### src/pcl_pkg.sv
package pcl_pkg;

  typedef enum logic [2:0] {
    PH_IDLE     = 3'd0,
    PH_CHECK1   = 3'd1,
    PH_WAIT1    = 3'd2,
    PH_CHECK2   = 3'd3,
    PH_WAIT2    = 3'd4,
    PH_CHECK3   = 3'd5,
    PH_WAIT3    = 3'd6,
    PH_ACCEPTED = 3'd7
  } phase_t;

  // Register indexes on the configuration port (byte address = 4 * index).
  typedef enum logic [1:0] {
    REG_FIRST_DIGIT   = 2'd0,
    REG_SECOND_DIGIT  = 2'd1,
    REG_THIRD_DIGIT   = 2'd2,
    REG_TIMEOUT_TICKS = 2'd3
  } reg_idx_t;

  localparam int unsigned DIGIT_W = 4;
  localparam int unsigned COUNT_W = 5;
  localparam int unsigned TICK_W  = 16;
  localparam int unsigned IDX_W   = 2;

  localparam logic [DIGIT_W-1:0] DIGIT_RST   = 4'd1;
  localparam logic [TICK_W-1:0]  TIMEOUT_RST = 16'd1000;
  localparam logic [COUNT_W-1:0] COUNT_MAX   = 5'd31;
  localparam logic [TICK_W-1:0]  TICK_MAX    = 16'hFFFF;

  localparam logic [IDX_W-1:0] IDX_DIGIT1 = 2'd0;
  localparam logic [IDX_W-1:0] IDX_DIGIT2 = 2'd1;
  localparam logic [IDX_W-1:0] IDX_DIGIT3 = 2'd2;

endpackage

### src/pulse_count_code_lock.sv
// Code lock whose lock flag toggles on each code of three digits entered as
// counts of button presses. Each in_ transaction is one millisecond tick carrying
// the press flag; every tick gives exactly one out_ transaction with the lock
// flag and the entry phase after that tick. Logic between the state registers
// and the result register handles a tick, so a new tick is taken every cycle
// while the result register is empty or being drained; a stalled result holds
// off only the next tick. Digits and the inactivity timeout, at APB byte addresses
// 0, 4, 8 and 12, must be written only while no tick is in flight (not enforced).
module pulse_count_code_lock (
  input  logic                    clk,
  input  logic                    rst_n,
  input  logic                    in_valid,
  output logic                    in_ready,
  input  logic                    in_press,
  output logic                    out_valid,
  input  logic                    out_ready,
  output logic                    out_unlocked,
  output logic [2:0]              out_phase,
  input  logic                    psel,
  input  logic                    penable,
  input  logic                    pwrite,
  input  logic [3:0]              paddr,
  input  logic [31:0]             pwdata,
  output logic [31:0]             prdata,
  output logic                    pready
);
  import pcl_pkg::*;

  logic [DIGIT_W-1:0] first_digit_r, second_digit_r, third_digit_r;
  logic [TICK_W-1:0]  timeout_r;

  phase_t             phase_r, phase_nxt;
  logic [COUNT_W-1:0] count_r, count_nxt;
  logic [IDX_W-1:0]   digit_idx_r, digit_idx_nxt;
  logic               timer_on_r, timer_on_nxt;
  logic [TICK_W-1:0]  elapsed_r, elapsed_nxt;
  logic               pending_r, pending_nxt;
  logic               unlock_r, unlock_nxt;
  logic               out_valid_r;
  logic [2:0]         out_phase_r;

  logic               in_accept;
  logic               cfg_write;
  reg_idx_t           reg_sel;
  logic [TICK_W-1:0]  elapsed_adv;
  logic               pending_in;
  logic               timed_out;
  logic [DIGIT_W-1:0] cur_digit;
  logic [COUNT_W-1:0] cur_digit_ext;

  assign in_ready  = !out_valid_r || out_ready;
  assign in_accept = in_valid && in_ready;
  assign out_valid = out_valid_r;
  assign out_unlocked = unlock_r;
  assign out_phase = out_phase_r;

  // Configuration port
  assign pready    = 1'b1;
  assign reg_sel   = reg_idx_t'(paddr[3:2]);
  assign cfg_write = psel && penable && pwrite && pready;

  always_comb begin
    prdata = '0;
    unique case (reg_sel)
      REG_FIRST_DIGIT:   prdata = {{(32-DIGIT_W){1'b0}}, first_digit_r};
      REG_SECOND_DIGIT:  prdata = {{(32-DIGIT_W){1'b0}}, second_digit_r};
      REG_THIRD_DIGIT:   prdata = {{(32-DIGIT_W){1'b0}}, third_digit_r};
      REG_TIMEOUT_TICKS: prdata = {{(32-TICK_W){1'b0}}, timeout_r};
      default:           prdata = '0;
    endcase
  end

  always_ff @(posedge clk) begin
    if (!rst_n) begin
      first_digit_r  <= DIGIT_RST;
      second_digit_r <= DIGIT_RST;
      third_digit_r  <= DIGIT_RST;
      timeout_r      <= TIMEOUT_RST;
    end else if (cfg_write) begin
      unique case (reg_sel)
        REG_FIRST_DIGIT:   first_digit_r  <= pwdata[DIGIT_W-1:0];
        REG_SECOND_DIGIT:  second_digit_r <= pwdata[DIGIT_W-1:0];
        REG_THIRD_DIGIT:   third_digit_r  <= pwdata[DIGIT_W-1:0];
        REG_TIMEOUT_TICKS: timeout_r      <= pwdata[TICK_W-1:0];
        default: ;
      endcase
    end
  end

  // Tick update: latch press, advance timer, then fire one transition
  assign pending_in  = pending_r || in_press;
  assign elapsed_adv = (timer_on_r && elapsed_r != TICK_MAX) ? elapsed_r + 16'd1 : elapsed_r;
  assign timed_out   = timer_on_r && (elapsed_adv >= timeout_r);

  always_comb begin
    unique case (digit_idx_r)
      IDX_DIGIT1: cur_digit = first_digit_r;
      IDX_DIGIT2: cur_digit = second_digit_r;
      default:    cur_digit = third_digit_r;
    endcase
  end
  assign cur_digit_ext = {1'b0, cur_digit};

  always_comb begin
    phase_nxt     = phase_r;
    count_nxt     = count_r;
    digit_idx_nxt = digit_idx_r;
    timer_on_nxt  = timer_on_r;
    elapsed_nxt   = elapsed_adv;
    pending_nxt   = pending_in;
    unlock_nxt    = unlock_r;
    unique case (phase_r) inside
      PH_IDLE: begin
        if (pending_in) begin
          pending_nxt   = 1'b0;
          count_nxt     = 5'd1;
          timer_on_nxt  = 1'b1;
          elapsed_nxt   = '0;
          digit_idx_nxt = IDX_DIGIT1;
          phase_nxt     = PH_CHECK1;
        end
      end
      PH_CHECK1, PH_CHECK2, PH_CHECK3: begin
        if (timed_out || count_r > cur_digit_ext) begin
          phase_nxt = PH_IDLE;
        end else if (pending_in) begin
          pending_nxt  = 1'b0;
          count_nxt    = (count_r != COUNT_MAX) ? count_r + 5'd1 : count_r;
          timer_on_nxt = 1'b1;
          elapsed_nxt  = '0;
        end else if (count_r == cur_digit_ext) begin
          phase_nxt = phase_t'(phase_r + 3'd1);
        end
      end
      PH_WAIT1, PH_WAIT2, PH_WAIT3: begin
        if (timed_out) begin
          if (phase_r == PH_WAIT3) begin
            unlock_nxt = !unlock_r;
            phase_nxt  = PH_ACCEPTED;
          end else begin
            count_nxt     = '0;
            timer_on_nxt  = 1'b0;
            digit_idx_nxt = (phase_r == PH_WAIT1) ? IDX_DIGIT2 : IDX_DIGIT3;
            phase_nxt     = phase_t'(phase_r + 3'd1);
          end
        end else if (pending_in) begin
          // press during the settle wait aborts entry, unless the wait times out on that tick
          pending_nxt = 1'b0;
          phase_nxt   = PH_IDLE;
        end
      end
      PH_ACCEPTED: phase_nxt = PH_IDLE;
      default:     phase_nxt = PH_IDLE;
    endcase
  end

  always_ff @(posedge clk) begin
    if (!rst_n) begin
      phase_r     <= PH_IDLE;
      count_r     <= '0;
      digit_idx_r <= IDX_DIGIT1;
      timer_on_r  <= 1'b0;
      elapsed_r   <= '0;
      pending_r   <= 1'b0;
      unlock_r    <= 1'b0;
    end else if (in_accept) begin
      phase_r     <= phase_nxt;
      count_r     <= count_nxt;
      digit_idx_r <= digit_idx_nxt;
      timer_on_r  <= timer_on_nxt;
      elapsed_r   <= elapsed_nxt;
      pending_r   <= pending_nxt;
      unlock_r    <= unlock_nxt;
    end
  end

  // Result register; the lock flag is read straight from its state register
  always_ff @(posedge clk) begin
    if (!rst_n) begin
      out_valid_r <= 1'b0;
    end else if (in_accept) begin
      out_valid_r <= 1'b1;
    end else if (out_ready) begin
      out_valid_r <= 1'b0;
    end
  end

  always_ff @(posedge clk) begin
    if (in_accept) begin
      out_phase_r <= phase_nxt;
    end
  end

`ifndef ASSERT_OFF
  a_idx_range: assert property (@(posedge clk) disable iff (!rst_n)
    digit_idx_r != 2'd3)
    else $error("digit index reached an unused value");

  a_timer_sat: assert property (@(posedge clk) disable iff (!rst_n)
    in_accept && timer_on_r && elapsed_r == TICK_MAX && phase_r == PH_IDLE && !pending_in
    |=> elapsed_r == TICK_MAX)
    else $error("running timer left saturation in idle");

  a_unlock_toggle: assert property (@(posedge clk) disable iff (!rst_n)
    in_accept && phase_nxt != PH_ACCEPTED |=> unlock_r == $past(unlock_r))
    else $error("lock flag changed without a full code");

  a_out_phase_hold: assert property (@(posedge clk) disable iff (!rst_n)
    out_valid_r && !in_accept |=> out_phase_r == $past(out_phase_r))
    else $error("result phase changed without a new tick");
`endif

endmodule

### config.mk
export PLATFORM = sky130hd
export DESIGN_NAME = pulse_count_code_lock
export DESIGN_NICKNAME = d
export VERILOG_FILES = /design/src/pcl_pkg.sv /design/src/pulse_count_code_lock.sv
export SDC_FILE = /design/constraint.sdc
export NUM_CORES = 1
export LEC_CHECK = 0
export BUFFER_PORTS_ARGS = -buffer_cell sky130_fd_sc_hd__buf_2
export CAP_MARGIN = 25
export CELL_PAD_IN_SITES_DETAIL_PLACEMENT = 0
export CELL_PAD_IN_SITES_GLOBAL_PLACEMENT = 2
export CORE_MARGIN = 3
export CORE_UTILIZATION = 35
export CTS_BUF_LIST = sky130_fd_sc_hd__clkbuf_4 sky130_fd_sc_hd__clkbuf_8
export DETAILED_ROUTE_END_ITERATION = 10
export GPL_TIMING_DRIVEN = 0
export PLACE_DENSITY = 0.87
export REMOVE_ABC_BUFFERS = 1
export SLEW_MARGIN = 15
export SYNTH_ARGS = -nofsm -noshare
export SYNTH_HDL_FRONTEND = slang
export SYNTH_SLANG_ARGS = --single-unit
### constraint.sdc
create_clock -name clk -period 8.8 [get_ports clk]
set_input_delay 0.44 -clock clk [delete_from_list [all_inputs] [get_ports clk]]
set_output_delay 0.44 -clock clk [all_outputs]
set_load 0.03 [all_outputs]
**After elaboration in Yosys (flattened, before gate mapping)**

Index checks and enable logic that the tools add are counted.

- Register bits after elaboration: 61
- Input bits: 44
- Output and inout bits: 39

- Add/sub/neg operators: 3
- $lt $le $gt $ge: 2
- Equal/unequal tests: 19
- Multiplexer cells: 36
- Reductions and logical operators: 26

Operators with widths:

| kind | number |
|---|---|
| one-hot mux 32 bit (4 select lines) | 1 |
| 2-to-1 mux 16 bit | 3 |
| one-hot mux 16 bit (2 select lines) | 1 |
| 2-to-1 mux 5 bit | 6 |
| 2-to-1 mux 3 bit | 7 |
| adder 16 x 1 -> 16 bit (second input constant) | 1 |
| >= comparator 16 bit | 1 |
| inequality test 16 bit (second input constant) | 1 |
| one-hot mux 5 bit (3 select lines) | 1 |
| inequality test 2 bit (second input constant) | 6 |
| AND reduction 5 bit | 2 |
| == test 3 bit (second input constant) | 3 |
| one-hot mux 3 bit (3 select lines) | 1 |
| 2-to-1 mux 1 bit | 8 |
| 2-to-1 mux 2 bit | 4 |
| one-hot mux 4 bit (2 select lines) | 1 |
| AND reduction 2 bit | 4 |
| AND reduction 8 bit | 1 |
| == test 3 x 2 -> 1 bit (second input constant) | 2 |
| one-hot mux 1 bit (3 select lines) | 2 |
| OR reduction 3 bit | 2 |
| adder 5 x 1 -> 5 bit (second input constant) | 1 |
| == test 5 x 4 -> 1 bit | 1 |
| > comparator 5 x 4 -> 1 bit | 1 |
| 14 further kinds | 25 |

**Longest topological paths before layout**

- Depth after elaboration: 8
- Gate-level depth with buffers: 16
- Mapped depth without buffers: 14

**Least setup slack after synthesis**

Ideal clock, no wire load.

- Kind: register to register
- Start point: reg elapsed_r[6]
- End point: reg count_r[0]
- Arrival time: 3.481 ns
- Path slack: 5.203 ns
- Stages on the path, launching flop included: 15
- Buffers on the path: 1
- Period minus slack after synthesis: 3.597 ns
- Cell sequence: dfxtp_1 clkbuf_1 and4_1 nand4_1 o21ai_1 and2_1 nor2_1 ha_1 nand2b_1 a2111o_1 a41o_1 o31ai_4 a21oi_2 o311a_1 a41o_1

- Cells in the longest elaborated chain, start to end: 8

RTL lines:

| item | RTL line | source |
|---|---|---|
| from (decl) | pulse_count_code_lock.sv:36 | `logic [TICK_W-1:0] elapsed_r, elapsed_nxt;` |
| from (signal assigned) | pulse_count_code_lock.sv:171 | `elapsed_r <= elapsed_nxt;` |
| parallel branches: the longest is 2 deep, another holds adder 16 x 1 -> 16 bit | n/a |  |
| 2-to-1 mux 16 bit * | pulse_count_code_lock.sv:92 | `assign elapsed_adv = (timer_on_r && elapsed_r != TICK_MAX) ? elapsed_r + 16'd1 : elapsed_r;` |
| >= comparator 16 bit * | pulse_count_code_lock.sv:93 | `assign timed_out = timer_on_r && (elapsed_adv >= timeout_r);` |
| logical AND 1 bit * | pulse_count_code_lock.sv:93 |  |
| logical OR 1 bit | pulse_count_code_lock.sv:124 | `if (timed_out \|\| count_r > cur_digit_ext) begin` |
| inequality test 2 bit (no source line) | n/a |  |
| AND reduction 8 bit (no source line) * | n/a |  |
| to (signal assigned) | pulse_count_code_lock.sv:168 | `count_r <= count_nxt;` |
| to (decl) | pulse_count_code_lock.sv:33 | `logic [COUNT_W-1:0] count_r, count_nxt;` |

Mark *: on every way between the ends.
A chain may end at the register's enable or synchronous reset.

**Worst setup path after layout**

- Start point: reg elapsed_r[6]
- End point: reg elapsed_r[3]

- Cells in the longest elaborated chain, start to end: 8

RTL lines:

| item | RTL line | source |
|---|---|---|
| parallel branches: the longest is 2 deep, another holds adder 16 x 1 -> 16 bit | n/a |  |
| 2-to-1 mux 16 bit * | pulse_count_code_lock.sv:92 |  |
| >= comparator 16 bit | pulse_count_code_lock.sv:93 |  |
| logical AND 1 bit | pulse_count_code_lock.sv:93 |  |
| logical OR 1 bit | pulse_count_code_lock.sv:124 |  |
| 2-to-1 mux 16 bit | pulse_count_code_lock.sv:124 |  |
| one-hot mux 16 bit (2 select lines) * | pulse_count_code_lock.sv:112 | `unique case (phase_r) inside` |

Marked as above.

==> results.md <==
* Drt total wl at 10,000 um
* Top FF cell, synth: dfxtp_1
* Largest vdd supply drop at between 70 and 80 uV
* Starting DRT DRC Count at around 170
* Dpl cells at between 600 and 700
* Wire per inst at 14.7 um
* Total grt overflow at 0
* Hold slack final at between 0.3 and 0.4 ns
* First-pass GRT wire length at 16,700 um
* Pre-antenna DRT Iters at 4
* Most frequent cells in the layout: nand2_1, dfxtp_1, buf_2
* Num Clock Sinks at between 60 and 70
* Worst EP required at roughly 9.1 ns
* Setup TNS at 0 ns
* Post-synthesis average cell area at between 7 and 8 um2
* Clock buffer depth at 2
* Commonest non-fill, non-tap cell in the layout: nand2_1
* Largest net degree at the start of global routing at 42
* CP endpoint kind: flop
* RSZ-0062 raised after global routing: no
* IO Count at 83
* Clk_lat worst skew at around 0.35 ns
* Remaining DRCs at 0
* R2R Setup Slk at around 4.4 ns
* Worst slew pin tran at between 0.9 and 1 ns
* # diodes at 0
* CP Data Arrival Time at roughly 4.7 ns
* Initial antenna violation count at 0
* Resized cells post-CTS at 0
* Number of global-route vias before repair at ~3,400
* Leak pwr at 1.94 nW
* CTS HTree Levels at 3
* CTS tree: done
* Placed cell area at about 0.0042 mm2
* Relative slew margins at 0.355
* Antenna Nets Post-Route at 0
* Cell variety after synth at 55
* Power per standard cell area at around 150 mW/mm2
* Num CTS Buffers at 9
* Clock Tree Root: clkbuf_8
* Crit path time final at 4.38 ns
* Setup-failing EPs final at 0
* Area delta synth->final at 10.9%
* Yosys reg bits at 61
* Final Instance Count excl. Fillers at ~680
* Critical path fanouts, max at 19
* Gr usage total at 0.161
* Cells after Synth at about 500
* Layout cells sized above 1 at 0.140
* Worst Hold Class: in -> reg
* # rows at 38
* Clock slew at reported path FFs at approximately 0.07 ns
* Design area at about 0.0044 mm2
* GP Congestion at about 0.81
* Final count of hold timing violations at 0
* Mapped Area at approximately 0.004 mm2
* Die H at between 100 and 150 um
* Number of synthesized flops with an enable pin at 3
* FFs w/ async S/R, synth at 0
* HPWL Detailed at around 7000 um
* Setup CP Type: reg -> reg
* DR vias at 3,516
* Startpoint type of the worst setup path: flop
* Initial Util at 0.364
* Core Box Area at between 0.01 and 0.015 mm2
* Die W at roughly 110 um
* Total of max-cap violations at 0
* Setup Buffers After CTS at 0
* Post-synthesis sequential area ratio at 0.313
* # nets final at 610
* Port Buffers at 47
* Status: finished, final reports clean
* Final Slew Violations at 0
* Final Cycle Share at 0.498
* Die area at 0.0127 mm2
* Vias per cell at 5.16
* Total chip power at between 0.6 and 0.7 mW
* Fin Clk Skew at around 0.0078 ns
* CTS Hold Bufs at 0
* Fmax at 228 MHz
* Synth warn at 0
[worst max-delay path, stage by stage (launching register included)]
cell and delay, ns:
dfxtp_1 0.38, and4_1 0.21, nand4_1 0.23, o211ai_2 0.21
or3_1 0.44, nor3_1 0.33, xor2_1 0.17, ha_1 0.34
nand4_1 0.12, nor3_1 0.30, a41o_1 0.32, nor3_1 0.09
a41oi_2 0.75, o21ai_0 0.21, a21oi_1 0.19
[synthesized netlist by cell type (5+ instances only)]
cell type	instances	area, um2
nor2_1	34	128
nor3_1	16	80.1
xor2_1	8	70.1
xnor2_1	7	61.3
a21oi_1	43	215
inv_1	28	105
nand3_1	25	125
nand2_1	77	289
dfxtp_1	58	1160
clkbuf_1	25	93.8
ha_1	28	350
buf_4	17	128
o21ai_0	19	95.1
a31oi_1	5	31.3
and3_1	18	113
o211ai_1	7	52.6
mux2i_1	20	200
or3_1	6	37.5
o22ai_1	7	43.8
[path summary, 6_finish.rpt]
path,start,to,cells after the start
max,elapsed_r[6],elapsed_r[3],14
min,pwdata[6],timeout_r[6],3
max reg2reg,elapsed_r[6],elapsed_r[3],14
min reg2reg,timeout_r[4],timeout_r[4],2
[stage by stage]
stage,setup slack (ns),util
after floorplan,5.31,-
after global placement,4.52,0.385
after detailed placement,4.48,0.385
after CTS,4.45,0.403
after global routing,4.08,0.403
final,4.42,0.403
[state kept, by name (all words and copies together), names as in the netlist]
signal,count
timeout_r,16
third_digit_r,4
phase_r,3
second_digit_r,4
out_unlocked,1
digit_idx_r,2
pending_r,1
out_phase,3
first_digit_r,4
elapsed_r,16
out_valid,1
count_r,5
timer_on_r,1
[final cells by class]
type / count / area (um2)
Fill cell: 1154 / 6550
Tap cell: 140 / 175
Inverter: 30 / 113
Sequential cell: 61 / 1250
Multi-Input combinational cell: 389 / 2450
Clock buffer: 13 / 173
Clock inverter: 1 / 30.0
Timing Repair Buffer: 47 / 235
[routing by layer]
metal	wire length [um]	share of wire	vias up	global-route usage
met4	100	0.010	0	0.0457
met1	4710	0.47	1634	0.213
met2	4820	0.48	64	0.262
met3	385	0.038	9	0.0390
met5	0	0	-	0
li1	-	-	1809	-
[cells by family (layout without fill, tap and decap cells)]
kind of cell	count (synthesis)	in the layout	share of synthesized area
other	2	17	0.00188
AOI/OAI and AO/OA	106	106	0.169
muxes	25	25	0.0755
and+or+nand+nor	198	198	0.233
buffers and inverters	75	91	0.0868
DFF	61	61	0.313
adders and majority gates	28	28	0.0877
xor gates and xnor gates	15	15	0.0329
[power breakdown]
group / switching, mW / leakage [nW] / internal [mW]
Clock: 0.107 / 0.105 / 0.154
Combinational: 0.0743 / 1.33 / 0.0318
Sequential: 0.00666 / 0.499 / 0.285
Note: power is estimated with default switching activity, not from simulation.
